<file path="src/rtl/lsoa_pkg.sv">
// Package for the lidar sector obstacle avoider: request and result types,
// configuration register set and fixed drive constants. No dependencies.
package lsoa_pkg;

  localparam int RangeW  = 16;
  localparam int IdxW    = 10;
  localparam int SpeedW  = 15;
  localparam int OffsetW = 17;
  localparam int RateW   = 12;
  localparam int CfgDataW = 16;

  localparam logic [RangeW-1:0] RANGE_MAX   = '1;
  localparam logic [RangeW-1:0] TURN_LINEAR = 16'd800;
  localparam logic signed [RateW-1:0] TURN_ANGULAR = 12'sd2000;
  localparam logic signed [15:0] STOP_STEP = -16'sd1000;
  localparam logic signed [OffsetW:0] OFFSET_MAX = 18'sd32767;

  typedef enum logic [1:0] {
    ACT_FORWARD = 2'd0,
    ACT_LEFT    = 2'd1,
    ACT_RIGHT   = 2'd2
  } action_t;

  typedef enum logic [2:0] {
    REG_RIGHT_FIRST     = 3'd0,
    REG_RIGHT_LAST      = 3'd1,
    REG_FRONT_FIRST     = 3'd2,
    REG_FRONT_LAST      = 3'd3,
    REG_LEFT_FIRST      = 3'd4,
    REG_LEFT_LAST       = 3'd5,
    REG_FRONT_THRESHOLD = 3'd6,
    REG_START_SPEED     = 3'd7
  } cfg_idx_t;

  localparam logic OP_RANGE  = 1'b0;
  localparam logic OP_OFFSET = 1'b1;

  typedef struct packed {
    logic               opcode;
    logic [RangeW-1:0]  range_mm;
    logic               scan_end;
    logic signed [15:0] speed_step;
  } in_item_t;

  typedef struct packed {
    action_t                  action;
    logic [RangeW-1:0]        linear_speed;
    logic signed [RateW-1:0]  angular_rate;
  } out_item_t;

  typedef struct packed {
    logic [IdxW-1:0]   right_first;
    logic [IdxW-1:0]   right_last;
    logic [IdxW-1:0]   front_first;
    logic [IdxW-1:0]   front_last;
    logic [IdxW-1:0]   left_first;
    logic [IdxW-1:0]   left_last;
    logic [RangeW-1:0] front_threshold;
    logic [SpeedW-1:0] start_speed;
  } cfg_regs_t;

  typedef struct packed {
    logic [RangeW-1:0] right;
    logic [RangeW-1:0] front;
    logic [RangeW-1:0] left;
  } sector_mins_t;

endpackage

</file>
<file path="src/rtl/lidar_sector_obstacle_avoider.sv">
// Top level of the lidar sector obstacle avoider: input register, sector
// minima, speed offset and result register. Depends on lsoa_pkg, lsoa_cmd.
//
// One request enters per cycle unless the input side stalls: a request is held
// in the input register while its range is folded into the right, front and
// left minima, and a scan-end sample loads the drive command into the result
// register from the input register. The input side stalls only when a scan-end request
// meets an occupied result register that is not being taken. Sample positions
// count 0..MAX_SAMPLES-1 and wrap; configuration writes take effect at once.
module lidar_sector_obstacle_avoider #(
  parameter int MAX_SAMPLES = 1024
) (
  input  logic                             clk,
  input  logic                             rst_n,
  input  logic                             in_valid,
  output logic                             in_ready,
  input  lsoa_pkg::in_item_t               in_item,
  output logic                             out_valid,
  input  logic                             out_ready,
  output lsoa_pkg::out_item_t              out_item,
  input  logic                             cfg_we,
  input  lsoa_pkg::cfg_idx_t               cfg_idx,
  input  logic [lsoa_pkg::CfgDataW-1:0]    cfg_data
);
  import lsoa_pkg::*;

  localparam int PosW = $clog2(MAX_SAMPLES);
  localparam int CmpW = (PosW > IdxW) ? PosW : IdxW;
  localparam logic [PosW-1:0] PosLast = PosW'(MAX_SAMPLES - 1);

  cfg_regs_t              cfg_r;
  logic                   s1_valid_r;
  in_item_t               s1_item_r;
  logic [PosW-1:0]        pos_r;
  sector_mins_t           mins_r;
  sector_mins_t           mins_nxt;
  logic signed [OffsetW-1:0] offset_r;
  logic signed [OffsetW:0]   offset_sum;
  logic signed [OffsetW:0]   offset_low;
  logic signed [OffsetW:0]   offset_nxt;
  logic                   out_valid_r;
  out_item_t              out_item_r;
  out_item_t              cmd;
  logic                   s1_emits;
  logic                   s1_go;
  logic [CmpW-1:0]        pos_cmp;

  function automatic logic in_win(logic [CmpW-1:0] pos, logic [IdxW-1:0] first,
                                  logic [IdxW-1:0] last);
    in_win = (pos >= CmpW'(first)) && (pos <= CmpW'(last));
  endfunction

  assign s1_emits  = s1_valid_r && (s1_item_r.opcode == OP_RANGE) && s1_item_r.scan_end;
  assign s1_go     = s1_valid_r && (!s1_emits || !out_valid_r || out_ready);
  assign in_ready  = !s1_valid_r || s1_go;
  assign out_valid = out_valid_r;
  assign out_item  = out_item_r;
  assign pos_cmp   = CmpW'(pos_r);

  always_comb begin
    mins_nxt = mins_r;
    if (in_win(pos_cmp, cfg_r.right_first, cfg_r.right_last) &&
        s1_item_r.range_mm < mins_r.right) begin
      mins_nxt.right = s1_item_r.range_mm;
    end
    if (in_win(pos_cmp, cfg_r.front_first, cfg_r.front_last) &&
        s1_item_r.range_mm < mins_r.front) begin
      mins_nxt.front = s1_item_r.range_mm;
    end
    if (in_win(pos_cmp, cfg_r.left_first, cfg_r.left_last) &&
        s1_item_r.range_mm < mins_r.left) begin
      mins_nxt.left = s1_item_r.range_mm;
    end
  end

  always_comb begin
    offset_sum = {offset_r[OffsetW-1], offset_r} +
                 {{(OffsetW + 1 - 16){s1_item_r.speed_step[15]}}, s1_item_r.speed_step};
    offset_low = -$signed({3'b000, cfg_r.start_speed});
    offset_nxt = offset_sum;
    if (offset_sum > OFFSET_MAX) begin
      offset_nxt = OFFSET_MAX;
    end
    if (offset_sum < offset_low || s1_item_r.speed_step == STOP_STEP) begin
      offset_nxt = offset_low;
    end
  end

  lsoa_cmd u_cmd (
    .mins         (mins_nxt),
    .cfg          (cfg_r),
    .speed_offset (offset_r),
    .cmd          (cmd)
  );

  always_ff @(posedge clk) begin
    if (!rst_n) begin
      cfg_r.right_first     <= 10'd20;
      cfg_r.right_last      <= 10'd120;
      cfg_r.front_first     <= 10'd300;
      cfg_r.front_last      <= 10'd420;
      cfg_r.left_first      <= 10'd600;
      cfg_r.left_last       <= 10'd700;
      cfg_r.front_threshold <= 16'd1500;
      cfg_r.start_speed     <= 15'd2000;
    end else if (cfg_we) begin
      unique case (cfg_idx)
        REG_RIGHT_FIRST:     cfg_r.right_first     <= cfg_data[IdxW-1:0];
        REG_RIGHT_LAST:      cfg_r.right_last      <= cfg_data[IdxW-1:0];
        REG_FRONT_FIRST:     cfg_r.front_first     <= cfg_data[IdxW-1:0];
        REG_FRONT_LAST:      cfg_r.front_last      <= cfg_data[IdxW-1:0];
        REG_LEFT_FIRST:      cfg_r.left_first      <= cfg_data[IdxW-1:0];
        REG_LEFT_LAST:       cfg_r.left_last       <= cfg_data[IdxW-1:0];
        REG_FRONT_THRESHOLD: cfg_r.front_threshold <= cfg_data[RangeW-1:0];
        REG_START_SPEED:     cfg_r.start_speed     <= cfg_data[SpeedW-1:0];
        default: ;
      endcase
    end
  end

  always_ff @(posedge clk) begin
    if (!rst_n) begin
      s1_valid_r <= 1'b0;
    end else if (in_ready) begin
      s1_valid_r <= in_valid;
    end
  end

  always_ff @(posedge clk) begin
    if (in_ready && in_valid) begin
      s1_item_r <= in_item;
    end
  end

  always_ff @(posedge clk) begin
    if (!rst_n) begin
      pos_r    <= '0;
      mins_r   <= {3{RANGE_MAX}};
      offset_r <= '0;
    end else if (s1_go) begin
      if (s1_item_r.opcode == OP_OFFSET) begin
        offset_r <= offset_nxt[OffsetW-1:0];
      end else if (s1_item_r.scan_end) begin
        pos_r  <= '0;
        mins_r <= {3{RANGE_MAX}};
      end else begin
        pos_r  <= (pos_r == PosLast) ? '0 : pos_r + 1'b1;
        mins_r <= mins_nxt;
      end
    end
  end

  always_ff @(posedge clk) begin
    if (!rst_n) begin
      out_valid_r <= 1'b0;
    end else if (s1_go && s1_emits) begin
      out_valid_r <= 1'b1;
    end else if (out_ready) begin
      out_valid_r <= 1'b0;
    end
  end

  always_ff @(posedge clk) begin
    if (s1_go && s1_emits) begin
      out_item_r <= cmd;
    end
  end

  a_fwd_no_yaw: assert property (@(posedge clk) disable iff (!rst_n)
    out_valid && out_item.action == ACT_FORWARD |-> out_item.angular_rate == '0)
    else $error("forward command with nonzero yaw rate");

  a_turn_speed: assert property (@(posedge clk) disable iff (!rst_n)
    out_valid && (out_item.action == ACT_LEFT || out_item.action == ACT_RIGHT)
    |-> out_item.linear_speed == TURN_LINEAR)
    else $error("turn command with wrong linear speed");

  a_scan_clear: assert property (@(posedge clk) disable iff (!rst_n)
    s1_go && s1_emits |=> pos_r == '0 && mins_r == {3{RANGE_MAX}})
    else $error("scan state not cleared after scan end");

  a_offset_cap: assert property (@(posedge clk) disable iff (!rst_n)
    $signed({offset_r[OffsetW-1], offset_r}) <= OFFSET_MAX)
    else $error("speed offset above saturation limit");

  a_no_loss: assert property (@(posedge clk) disable iff (!rst_n)
    out_valid_r && !out_ready && s1_emits |-> !s1_go)
    else $error("result register overwritten while pending");

endmodule

</file>
<file path="src/rtl/lsoa_cmd.sv">
// Drive command decision from the three sector minima and the speed offset.
// Depends on lsoa_pkg.
module lsoa_cmd (
  input  lsoa_pkg::sector_mins_t               mins,
  input  lsoa_pkg::cfg_regs_t                  cfg,
  input  logic signed [lsoa_pkg::OffsetW-1:0]  speed_offset,
  output lsoa_pkg::out_item_t                  cmd
);
  import lsoa_pkg::*;

  logic signed [OffsetW:0] fwd_sum;

  assign fwd_sum = $signed({3'b000, cfg.start_speed}) + {speed_offset[OffsetW-1], speed_offset};

  always_comb begin
    cmd = '0;
    if (mins.front < cfg.front_threshold) begin
      cmd.linear_speed = TURN_LINEAR;
      if (mins.right < mins.left) begin
        cmd.action       = ACT_LEFT;
        cmd.angular_rate = TURN_ANGULAR;
      end else begin
        cmd.action       = ACT_RIGHT;
        cmd.angular_rate = -TURN_ANGULAR;
      end
    end else begin
      cmd.action       = ACT_FORWARD;
      cmd.angular_rate = '0;
      priority if (fwd_sum < 0) begin
        cmd.linear_speed = '0;
      end else if (fwd_sum > $signed({2'b00, RANGE_MAX})) begin
        cmd.linear_speed = RANGE_MAX;
      end else begin
        cmd.linear_speed = fwd_sum[RangeW-1:0];
      end
    end
  end

endmodule

</file>
<file path="config.mk">
export PLATFORM = sky130hd
export DESIGN_NAME = lidar_sector_obstacle_avoider
export DESIGN_NICKNAME = d
export VERILOG_FILES = /design/src/rtl/lsoa_pkg.sv /design/src/rtl/lidar_sector_obstacle_avoider.sv /design/src/rtl/lsoa_cmd.sv
export SDC_FILE = /design/constraint.sdc
export NUM_CORES = 1
export LEC_CHECK = 0
export BUFFER_PORTS_ARGS = -buffer_cell sky130_fd_sc_hd__buf_2
export CORE_MARGIN = 2
export CORE_UTILIZATION = 50
export CTS_CLUSTER_DIAMETER = 50
export DETAILED_ROUTE_END_ITERATION = 6
export GPL_ROUTABILITY_DRIVEN = 0
export PLACE_DENSITY = 0.79
export SLEW_MARGIN = 10
export SYNTH_ARGS = -nofsm -noshare
export SYNTH_HDL_FRONTEND = slang
export SYNTH_SLANG_ARGS = --single-unit
</file>
<file path="constraint.sdc">
create_clock -name clk -period 5.2 [get_ports clk]
set_input_delay 0.26 -clock clk [delete_from_list [all_inputs] [get_ports clk]]
set_output_delay 0.26 -clock clk [all_outputs]
set_load 0.01 [all_outputs]
</file>
# Word-level counts from Yosys, hierarchy flattened
# Cells that the tools add are included.
# classes
addsub	4
multipliers	0
n_div	0
order_cmp	15
eq_ne	9
shifts	0
muxes	14
bitwise	1
reduce_logical	31
# op_table
op	n
16-bit less-than comparator	5
16-bit two-way mux	4
48-bit two-way mux	1
17-bit two-way mux	2
10-bit greater-or-equal comparator	3
10-bit less-or-equal comparator	3
10-bit two-way mux	3
2-bit AND reduction	10
16-bit by 17-bit adder with 18-bit output	1
17-bit by 16-bit adder with 18-bit output	1
18-bit by 16-bit > comparator with 1-bit output (second input constant)	1
18-bit by 17-bit > comparator with 1-bit output (second input constant)	1
18-bit by 1-bit less-than comparator with 1-bit output (second input constant)	1
18-bit less-than comparator	1
15-bit negator with 18-bit output	1
16-bit by 11-bit equality test with 1-bit output (second input constant)	1
3-bit equality test (second input constant)	4
12-bit two-way mux	1
1-bit logical AND	11
10-bit by 1-bit adder with 10-bit output (second input constant)	1
10-bit equality test (second input constant)	1
3-bit by 2-bit equality test with 1-bit output (second input constant)	2
1-bit logical OR	4
3-bit by 1-bit equality test with 1-bit output (second input constant)	1
7 further kinds	10
# totals
register_bits	232
latchBits	0
ram_bits	0
rom_bits	0
output_inout_bits	32
elab_cells	97
memories	0

# Logic depth before layout (Yosys ltp)
# Gate-level depths: netlist of run 1.
# logic_depth
word_depth	9
mapped_depth	20
depth_no_buf	17

# By module
# From an unflattened synthesis of run 1, not the netlist that was laid out.
# unflattened
hier_cells	1718
hier_area_um2	15013.1
# by_module_without_submodules
mod	n_inst	cells_per_inst	area_each_um2	seq_area_each_um2
lidar_sector_obstacle_avoider	1	1442	13057.5	5285.1
lsoa_cmd	1	276	1955.6	0.0

# Least setup slack after synthesis of run 1
# Ideal clock, no wire load.
# synth_path
path_type	flip-flop to flip-flop
from	register s1_item_r[23] (netlist name)
to	register out_item_r, in the netlist out_item[23] (data pin)
arrival_ps	3930
required_time_ps	4927
setup_slack_ps	997
path_stages_with_launch	20
n_path_buf	3
synth_period_minus_slack_ps	4203
path_cell_list	edfxtp_1 ha_1 and4_1 a2111oi_0 o21ai_0 a2bb2oi_1 nand4_4 buf_2 mux2_2 ha_1 a21o_1 a21o_1 a21oi_1 o21ai_0 nor4_1 o21a_1 a311o_1 buf_6 buf_6 a211oi_1
# synth_via
elab_chain_cells	5
# synth_rtl
element	line_no	text
start, declared	lidar_sector_obstacle_avoider.sv:33	in_item_t s1_item_r;
start signal, assigned	lidar_sector_obstacle_avoider.sv:131	s1_item_r <= in_item;
16-bit less-than comparator	lidar_sector_obstacle_avoider.sv:67	s1_item_r.range_mm < mins_r.front) begin
1-bit logical AND	lidar_sector_obstacle_avoider.sv:66	if (in_win(pos_cmp, cfg_r.front_first, cfg_r.front_last) &&
16-bit two-way mux (*)	lidar_sector_obstacle_avoider.sv:66	
16-bit less-than comparator (*)	lsoa_cmd.sv:17	if (mins.front < cfg.front_threshold) begin
2-bit OR reduction (no source line) (*)	-	
end signal, assigned	lidar_sector_obstacle_avoider.sv:165	out_item_r <= cmd;
end, declared	lidar_sector_obstacle_avoider.sv:42	out_item_t out_item_r;
# Mark *: on every way between the ends. The rest lies on a longest branch, timed or not.
# A chain may end at the register's enable or synchronous reset.

# Worst setup path after layout of run 1
# layout_path
from	register s1_item_r[22] (netlist name)
to	register out_item_r, in the netlist out_item[21] (data pin)
# layout_via
elab_chain_cells	4
# layout_rtl
element	line_no
16-bit less-than comparator	lidar_sector_obstacle_avoider.sv:67
1-bit logical AND	lidar_sector_obstacle_avoider.sv:66
16-bit two-way mux (*)	lidar_sector_obstacle_avoider.sv:66
16-bit less-than comparator (*)	lsoa_cmd.sv:17
# Marks and branches as above.

==> results.json, run 1 <==
{
  "status": "finished clean",
  "ff_latch_area_mm2": 0.004955,
  "drc_errors": 0,
  "synthCells": 1621,
  "multi_input_area_mm2": 0.008139,
  "core_mm2": 0.02763,
  "drive_gt1_share_pct": 11.80,
  "fill_cells": 2410,
  "fin_ws_ns": 0.3439,
  "finalCritPeriodShare_pct": 93.39,
  "diodes": 0,
  "via_count": 12280,
  "path_delay_family": "compound AO/OA/AOI/OAI gates",
  "clk_path_buf_depth": 3,
  "placed_cells": 2034,
  "grt_first_pass_wirelength_um": 58920,
  "synth_edf_count": 53,
  "post-place-ws_ns": 0.4573,
  "ys.warnings.count": 0,
  "path_buf_inv": 1,
  "drv_cap": 0,
  "holdWs_ns": 0.05522,
  "syn_area_mm2": 0.01393,
  "end_kind": "flip-flop",
  "setup_viol": 0,
  "wirelength_um": 36340,
  "wl_per_cell_um": 17.04,
  "hold_viol_final": 0,
  "grt_start_max_net_pins": 62,
  "crit_slowest_cell": "edfxtp_1",
  "ys_seq_area_share_pct": 35.57,
  "die-area_mm2": 0.02921,
  "synth_cell_type_count": 70,
  "setup_tns_ns": 0,
  "final_cells": 2132,
  "vias_per_cell": 5.761,
  "p_total_uw": 4568,
  "ioPinCount": 90,
  "avgSynthCellArea_um2": 8.592,
  "clockRootBuffer": "clkbuf_16",
  "critical_path_arrival_ns": 5.17,
  "peakVddDrop_mv": 0.2786,
  "numCtsBuffers": 30,
  "num_rows": 61,
  "dr.pass1.iters": 5,
  "grt_pass1_vias": 11900,
  "synthFlopType": "dfxtp_1",
  "layout_commonest_cell": "nand2_1",
  "async_flop_share_pct": 0,
  "final_antenna_net_count": 0,
  "insertion_delay_ns": 0.57,
  "p_per_area_mw_per_mm2": 282.2,
  "startpoint_type": "flip-flop",
  "grt_overflow": 0,
  "port_buffers": 85,
  "cts_tree": "built",
  "antenna_found_initial": 0,
  "r2r_slack_ns": 0.34,
  "clock-sinks": 221,
  "nNetsFinal": 1976,
  "hp-class": "input pin to flip-flop",
  "worstMarginPinSlew_ns": 1.209,
  "p_leak_uw": 0.007299,
  "cp_cell_sequence": "ha_1 -> and4_1 -> a2111oi_1 -> o21ai_0 -> a2bb2oi_1 -> nand4_4 -> mux2_2 -> ha_1 -> a21o_1 -> a21o_1 -> a21oi_1 -> o21ai_0 -> nor4_2 -> o21a_1 -> a311o_1 -> buf_4 -> or3b_1",
  "syn2layout_area_growth_pct": 16.24,
  "slew_viol_final": 0,
  "h-tree-depth": 1,
  "fmax_mhz": 205.9,
  "min_period_ns": 4.856,
  "crit_type": "flip-flop to flip-flop",
  "finalClockSkew_ns": 0.02675,
  "fp.dieW_um": 170.9,
  "drtIter0Drc": 923,
  "start_util_pct": 50.41,
  "path_clk_slew_ns": 0.06,
  "final_cell_mix": "nand2_1 (247), ha_1 (186), dfxtp_1 (168), inv_1 (138), a21oi_1 (123)",
  "max_slew_margin_pct": 19.30,
  "critical_path.max_fanout": 19,
  "postCtsSetupBuffers": 0,
  "hpwlAfterDp_um": 25690,
  "max_stage_delay_ns": 0.52,
  "ys_seq_elements": 221,
  "critical_path_required_ns": 5.51,
  "grt_usage_pct": 24.86,
  "dieHeight_um": 170.9
}
==> sequential cells by signal (all words and copies together), names as in the netlist <==
| register | cells |
|---|---|
| cfg_r | 91 |
| mins_r | 48 |
| offset_r | 17 |
| out_item | 19 |
| out_valid | 1 |
| pos_cmp | 10 |
| s1_item_r | 34 |
| s1_valid_r | 1 |
==> path summary, 6_finish.rpt <==
path,from,end,depth (start not counted)
setup reg to reg,s1_item_r[22],out_item[21],17
hold / removal,cfg_data[1],cfg_r[16],3
hold reg to reg,cfg_r[88],cfg_r[88],2
setup / recovery,s1_item_r[22],out_item[21],17
==> synthesized netlist by cell type, drive strengths merged (20+ instances only) <==
master / instances / share of area (%)
nor2: 84 / 2.3
buf: 20 / 1.0
xnor2: 26 / 1.6
o211ai: 65 / 3.5
nand3: 32 / 1.1
a211oi: 26 / 1.5
o21a: 24 / 1.3
nor3: 27 / 0.97
edfxtp: 53 / 11
dfxtp: 168 / 24
o21ai: 87 / 3.1
nand4: 27 / 1.3
inv: 139 / 3.7
a21oi: 123 / 4.4
clkbuf: 58 / 1.6
nand2: 247 / 6.7
ha: 186 / 17
a21o: 37 / 2.0
==> area by class of cell <==
cell class	count	area share, %
timing repair buffer	152	6.461
clock buffer	40	5.433
sequential	221	30.60
inverter	139	3.223
clock inverter	16	1.090
multi-input combinational	1186	50.27
tap	378	2.921
==> layer usage <==
| metal | vias to the layer above | track usage, % | routed length [um] |
|---|---|---|---|
| met3 | 99 | 3.053 | 2106 |
| met5 | - | 0 | 0 |
| met4 | 0 | 8.696 | 1257 |
| met2 | 381 | 43.41 | 17390 |
| met1 | 5803 | 31.71 | 15580 |
| li1 | 6000 | - | - |
==> repair_timing <==
action / in CTS / in global routing
hold buffers: 42 / 0
hold endpoints to repair: 47 / 0
endpoints found under the setup margin: 0 / 17
gates resized for setup: 0 / 2
==> worst min-delay path, cell delays in order <==
cell and delay, ns:
buf_2 0.18, nand2_1 0.08, a21oi_1 0.05
==> where the power goes <==
part / internal [uW] / switching (uW) / total [uW]
Clock: 1300 / 830 / 2130
Combinational: 237 / 333 / 570
Sequential: 1820 / 50.2 / 1870
==> per-stage QoR <==
| step | util, % | area [um^2] |
|---|---|---|
| after floorplan | - | 13940 |
| after global placement | 53.23 | 14710 |
| after detailed placement | 53.23 | 14710 |
| after CTS | 58.57 | 16180 |
| after global routing | 58.60 | 16190 |
| final | 58.60 | 16190 |
==> cells by family after synthesis <==
logic type	Yosys count	synth area share, %
multiplexers	33	2.524
flip-flops	221	35.57
other	1	0.02692
AND/OR/NAND/NOR	488	15.78
XOR/XNOR	43	2.704
buffers and inverters	217	6.396
AO/OA/AOI/OAI	430	20.00
adder cells (fa/ha/maj)	188	17.00
(Power assumes the default switching activity.)
==> inputs of run 2 (changes only) <==
--- a/config.mk
+++ b/config.mk
@@ -5,13 +5,14 @@
 export SDC_FILE = /design/constraint.sdc
 export NUM_CORES = 1
 export LEC_CHECK = 0
+export ABC_AREA = 1
 export BUFFER_PORTS_ARGS = -buffer_cell sky130_fd_sc_hd__buf_2
 export CORE_MARGIN = 2
-export CORE_UTILIZATION = 50
+export CORE_UTILIZATION = 55
 export CTS_CLUSTER_DIAMETER = 50
 export DETAILED_ROUTE_END_ITERATION = 6
 export GPL_ROUTABILITY_DRIVEN = 0
-export PLACE_DENSITY = 0.79
+export PLACE_DENSITY = 0.84
 export SLEW_MARGIN = 10
 export SYNTH_ARGS = -nofsm -noshare
 export SYNTH_HDL_FRONTEND = slang
==> run 2 against run 1 <==
Effect of this change: utilization increased by 5.6 points; clock skew decreased by 0.0069 ns; die area decreased by 7.4%; cell count increased by 6.1%; largest power group unchanged; cell area about the same; sequential share of layout area about the same; first-iteration DRC count increased by 13%; sequential power about the same; synthesized cell count increased by 12%; critical path depth increased by 3; area after synthesis increased by 1.7%; largest cell class unchanged.
==> results.json, run 2 <==
{
  "grt_start_max_net_pins": 92,
  "dieHeight_um": 164.5,
  "grt_pass1_vias": 12340,
  "drv_cap": 0,
  "max_flop_register": "cfg_r",
  "placed_area_mm2": 0.01477,
  "p_clk_share_pct": 44.8,
  "ioPinCount": 90,
  "p_per_area_mw_per_mm2": 295.8,
  "final_util_pct": 64.17,
  "finalCritPeriodShare_pct": 84.02,
  "ys_seq_elements": 221,
  "port_buffers": 85,
  "top_regs": "cfg_r x91, mins_r x48, s1_item_r x34",
  "hold_depth": 3,
  "max_stage_delay_ns": 0.46,
  "max_slew_margin_pct": 19.25,
  "r2r_slack_ns": 0.83,
  "netlist_top_cells_count": "nand2_1 (373), inv_1 (234), ha_1 (186)",
  "min_period_ns": 4.369,
  "fill_cells": 2001,
  "slew_viol_final": 0,
  "ys.warnings.count": 0,
  "rsz0062_at_grt": "no",
  "path_clk_slew_ns": 0.06,
  "end_kind": "flip-flop",
  "syn_area_mm2": 0.01417,
  "synthFlopType": "dfxtp_1",
  "vias_per_cell": 5.607,
  "setup_tns_ns": 0,
  "hpwlAfterDp_um": 26170,
  "drtIter0Drc": 1046,
  "async_flop_share_pct": 0,
  "postCtsSetupBuffers": 0,
  "synth_top_area_cell": "dfxtp_1",
  "swShare_pct": 28.14,
  "p_sw_uw": 1349,
  "drc_errors": 0,
  "final_antenna_net_count": 0,
  "r2r-end": "offset_r[9]",
  "wl_per_cell_um": 16.31,
  "critical_path.max_fanout": 26,
  "ys_seq_area_share_pct": 34.97,
  "crit_type": "flip-flop to flip-flop",
  "diodes": 0,
  "synth.top_cells.by_area": "dfxtp_1 (24%), ha_1 (16%), edfxtp_1 (11%), nand2_1 (9.9%), inv_1 (6.2%)",
  "post-place-ws_ns": 0.9804,
  "avgSynthCellArea_um2": 7.823,
  "cts_tree": "built",
  "largest_reg_flops": 91,
  "finalClockSkew_ns": 0.01989,
  "grt_usage_pct": 27.35,
  "post_cts_resize_count": 0,
  "design_area_mm2": 0.01621,
  "synth.most_common_cell": "nand2_1",
  "hp-class": "input pin to flip-flop",
  "dr.pass1.iters": 5,
  "peakVddDrop_mv": 0.2755,
  "fmax_mhz": 228.9,
  "num_rows": 58,
  "critical_path_required_ns": 5.68,
  "clockRootBuffer": "clkbuf_16",
  "seqPwrFrac_pct": 39.5,
  "syn2layout_area_growth_pct": 14.39,
  "layout_commonest_cell": "nand2_1",
  "reg2reg_depth": 20,
  "r2r-start": "s1_item_r[0]",
  "grt_first_pass_wirelength_um": 59400,
  "via_count": 12680,
  "min_from": "cfg_data[15]",
  "status": "finished clean",
  "crit_slowest_cell": "fa_1",
  "cp_cell_sequence": "ha_1 -> fa_1 -> a21oi_2 -> o21ai_4 -> a21oi_1 -> o21bai_1 -> xor2_1 -> inv_1 -> ha_1 -> nand3_1 -> nor2_1 -> o2111ai_1 -> nand3_1 -> xnor2_1 -> inv_2 -> nor2_8 -> inv_4 -> a21oi_1 -> nand2_1 -> a21oi_2",
  "numCtsBuffers": 30,
  "drive_gt1_share_pct": 11.39,
  "hold_viol_final": 0,
  "antenna_found_initial": 1,
  "clk_path_buf_depth": 3,
  "setup_viol": 0,
  "wirelength_um": 36900,
  "critical_path_arrival_ns": 4.85,
  "internal_power_uw": 3445,
  "whs_endpoint": "cfg_r[30]",
  "start_util_pct": 56.10,
  "synth_edf_count": 53,
  "die-area_mm2": 0.02706,
  "synth_cell_type_count": 57,
  "synthCells": 1811,
  "grt_overflow": 0,
  "clock-sinks": 221,
  "fp.dieW_um": 164.5,
  "synth_top_cell_area_share_pct": 23.74,
  "h-tree-depth": 1,
  "startpoint_type": "flip-flop",
  "final_cell_mix": "nand2_1 (373), inv_1 (233), ha_1 (186), a21oi_1 (172), dfxtp_1 (168)",
  "p_leak_uw": 0.008021,
  "core_mm2": 0.02525,
  "insertion_delay_ns": 0.56,
  "nNetsFinal": 2154,
  "fin_ws_ns": 0.8310,
  "worstMarginPinSlew_ns": 1.207,
  "power_frac_comb_pct": 15.7
}
==> run 2: cell types whose count changed in the layout (fill, tap and decap cells not counted), moves of 17 or more <==
cell      change
o21ai_0      +41
nor2_1       +35
a21o_1       -33
nor2_2       +19
a21oi_1      +49
mux2_2       -17
a211oi_1     -20
nand2_1     +126
o211ai_1     +17
inv_1        +95
==> run 2: worst max-delay path by stage <==
| stage | depth (start not counted) | from | to | slack [ns] |
|---|---|---|---|---|
| 6_report | 20 | s1_item_r[0] | offset_r[9] | 0.83 |
| 5_1_grt | 14 | pos_cmp[7] | out_item[5] | 0.52 |
| 4_1_cts | 14 | pos_cmp[7] | out_item[5] | 0.94 |
| 3_5_place_dp | 13 | s1_item_r[32] | out_item[5] | 0.98 |
| 3_3_place_gp | 14 | pos_cmp[7] | out_item[5] | 1.09 |
| 2_1_floorplan | 22 | s1_item_r[0] | offset_r[10] | 1.69 |
==> run 2: per-stage QoR <==
stage	hold WS (ns)	std cells	power, uW
floorplan	0.3589	1814	2446
global placement	0.4363	2170	2608
detailed placement	0.4381	2170	2638
CTS	0.01305	2262	4797
global route	0.04490	2262	4986
finish	0.03464	2262	4794
==> run 2: cells by family after synthesis <==
| group | share of synthesized area (%) |
|---|---|
| adder cells (fa/ha/maj) | 16.71 |
| XOR/XNOR | 2.588 |
| flip-flops | 34.97 |
| other | 0.02647 |
| AO/OA/AOI/OAI | 18.76 |
| buffers and inverters | 8.717 |
| AND/OR/NAND/NOR | 18.23 |
==> run 2: worst max-delay path, delay by kind of cell (launching register included) <==
| kind | cells | cell delay [ns] |
|---|---|---|
| AO/OA/AOI/OAI | 7 | 1.33 |
| XOR/XNOR | 2 | 0.39 |
| adder cells (fa/ha/maj) | 3 | 1.04 |
| buffers and inverters | 3 | 0.31 |
| flip-flops | 1 | 0.42 |
| AND/OR/NAND/NOR | 5 | 0.82 |
==> run 2: metal layers <==
layer	wire length [um]	track usage, %	vias to the layer above
li1	-	-	6301
met1	15100	31.88	5830
met2	17610	48.50	417
met3	2158	4.219	132
met4	2024	14.15	2
met5	11	0	-
==> run 2: timing repair <==
action                                  4_1_cts  5_1_grt
endpoints found under the setup margin        0        0
hold buffers                                 36        0
hold endpoints to repair                     37        0
==> run 2: area by class of cell <==
| class | instances | area (um^2) | share of cell area (%) |
|---|---|---|---|
| Inverter | 241 | 907.1 | 5.598 |
| Multi-Input combinational cell | 1285 | 8006 | 49.41 |
| Clock buffer | 43 | 947.2 | 5.845 |
| Sequential cell | 221 | 4955 | 30.57 |
| Timing Repair Buffer | 129 | 845.8 | 5.219 |
| Tap cell | 330 | 412.9 | 2.548 |
| Clock inverter | 13 | 131.4 | 0.8107 |
==> run 2: power groups by stage <==
| stage | clock (uW) | sequential, uW | combinational, uW |
|---|---|---|---|
| floorplan | 0 | 1910 | 535 |
| finish | 2150 | 1890 | 754 |
| global placement | 0 | 1920 | 683 |
| global route | 2240 | 1900 | 846 |
| detailed placement | 0 | 1930 | 712 |
| CTS | 2160 | 1890 | 743 |
==> inputs of run 3 (changes only) <==
==> constraint.sdc (replaced) <==
create_clock -name clk -period 4.2 [get_ports clk]
set_input_delay 0.21 -clock clk [delete_from_list [all_inputs] [get_ports clk]]
set_output_delay 0.21 -clock clk [all_outputs]
set_load 0.01 [all_outputs]
==> run 3 against run 2 <==
Effect of this change: cell area increased by 0.32%; combinational power increased by 26%; cell count increased by 0.57%; fmax increased by 10%; utilization increased by 0.20 points; sequential share of layout area decreased by 0.089 points; largest cell class unchanged.
==> results.json, run 3 (synthesis gave the netlist of run 2 again) <==
{
  "status": "finished clean",
  "slew_viol_final": 0,
  "worstMarginPinSlew_ns": 1.183,
  "grt_first_pass_wirelength_um": 59170,
  "numCtsBuffers": 29,
  "ioPinCount": 90,
  "finalCritPeriodShare_pct": 94.44,
  "multi_input_area_mm2": 0.008056,
  "die-area_mm2": 0.02706,
  "clockRootBuffer": "clkbuf_16",
  "num_rows": 58,
  "wl_per_cell_um": 16.35,
  "fp.dieW_um": 164.5,
  "diodes": 0,
  "largest_reg_flops": 91,
  "end_kind": "flip-flop",
  "post-place-ws_ns": 0.1324,
  "p_per_area_mw_per_mm2": 351.0,
  "drc_errors": 0,
  "drtIter0Drc": 1218,
  "dieHeight_um": 164.5,
  "setup_tns_ns": 0,
  "start_util_pct": 56.10,
  "fmax_mhz": 252.1,
  "path_clk_slew_ns": 0.06,
  "max_flop_register": "cfg_r",
  "vias_per_cell": 5.679,
  "hpwlAfterDp_um": 26530,
  "critPathLaunch": "s1_item_r[6]",
  "critical_path_arrival_ns": 4.44,
  "min_from": "in_valid",
  "finalClockSkew_ns": 0.02442,
  "p_leak_uw": 0.008034,
  "clk_path_buf_depth": 3,
  "crit_type": "flip-flop to flip-flop",
  "via_count": 12920,
  "critical_path_required_ns": 4.67,
  "top_regs": "cfg_r x91, mins_r x48, s1_item_r x34",
  "drv_cap": 0,
  "grt_overflow": 0,
  "final_cell_mix": "nand2_1 (373), inv_1 (233), ha_1 (183), a21oi_1 (171), dfxtp_1 (167)",
  "fin_ws_ns": 0.2336,
  "startpoint_type": "flip-flop",
  "drive_gt1_share_pct": 12.24,
  "critical_path.max_fanout": 26,
  "fill_cells": 1994,
  "cts_tree": "built",
  "wirelength_um": 37210,
  "antenna_found_initial": 0,
  "hold_viol_final": 0,
  "core_mm2": 0.02525,
  "grt_pass1_vias": 12370,
  "nNetsFinal": 2169,
  "grt_start_max_net_pins": 92,
  "insertion_delay_ns": 0.56,
  "peakVddDrop_mv": 0.3503,
  "min_period_ns": 3.966,
  "grt_usage_pct": 27.08,
  "h-tree-depth": 1,
  "syn2layout_area_growth_pct": 14.75,
  "max_slew_margin_pct": 20.91,
  "clock-sinks": 221,
  "r2r-start": "s1_item_r[6]",
  "port_buffers": 85,
  "ff_latch_area_mm2": 0.004956,
  "final_antenna_net_count": 0,
  "dr.pass1.iters": 5,
  "layout_commonest_cell": "nand2_1",
  "hp-class": "input pin to flip-flop",
  "setup_viol": 0
}
[run 3: cell count changes in the layout (fill, tap and decap cells not counted), sizes merged]
cell / change
buf: +13
clkinv: +3
inv: +1
clkbuf: -6
dlygate4sd3: +3
clkinvlp: -1
[run 3: worst paths after layout]
path	endpoint	slack (ns)	depth (start not counted)
setup / recovery	offset_r[4]	0.23	21
hold / removal	s1_valid_r	0.009	3
setup reg to reg	offset_r[4]	0.23	21
hold reg to reg	cfg_r[16]	0.47	2
[run 3: per-layer routing]
metal	vias to the layer above	share of wire, %	global-route usage [%]
met4	0	5.2	13.48
met3	140	6.8	4.068
met2	498	48	47.49
met1	5973	40	32.30
li1	6309	-	-
met5	-	0	0
[run 3: final cells by class]
class                           count  share of cell area (%)
Tap cell                          330                   2.540
Clock buffer                       37                   4.903
Timing Repair Buffer              145                   6.065
Sequential cell                   221                   30.49
Clock inverter                     16                  0.8697
Multi-Input combinational cell   1285                   49.56
Inverter                          241                   5.580
[run 3: what timing repair did]
action	4_1_cts	5_1_grt
hold buffers	39	0
setup endpoints to repair	0	17
resized for setup	0	11
hold endpoints to repair	40	0
buffers inserted	0	4
[run 3: through the flow]
stage | area, um^2 | power, uW | util, % | hold WS [ns] | cells
after floorplan | 14180 | 3028 | - | 0.3089 | 1814
after global placement | 14850 | 3228 | 58.79 | 0.3871 | 2179
after detailed placement | 14850 | 3264 | 58.79 | 0.3881 | 2179
after CTS | 16180 | 5690 | 64.05 | 0.0007484 | 2271
after global routing | 16260 | 5939 | 64.37 | 0.007097 | 2275
final | 16260 | 5706 | 64.37 | 0.009350 | 2275
[run 3: power breakdown]
part	internal, uW	switching [uW]
clock	1420	992
sequential	2280	66.8
combinational	357	595
total	4050	1650
[run 3: worst max-delay path: stages, from the launching register on]
cell	delay, ns
edfxtp_1	0.42
ha_1	0.37
a21oi_1	0.29
o211ai_1	0.20
a31oi_2	0.26
o21ai_0	0.15
xnor2_1	0.31
inv_1	0.08
ha_1	0.31
nand2_1	0.07
inv_1	0.03
o21ai_0	0.13
a21oi_1	0.08
nor2_1	0.13
nand3_1	0.11
xnor2_1	0.18
inv_2	0.08
nor2_8	0.16
inv_4	0.13
a21oi_1	0.16
nand2_1	0.10
a21oi_1	0.13
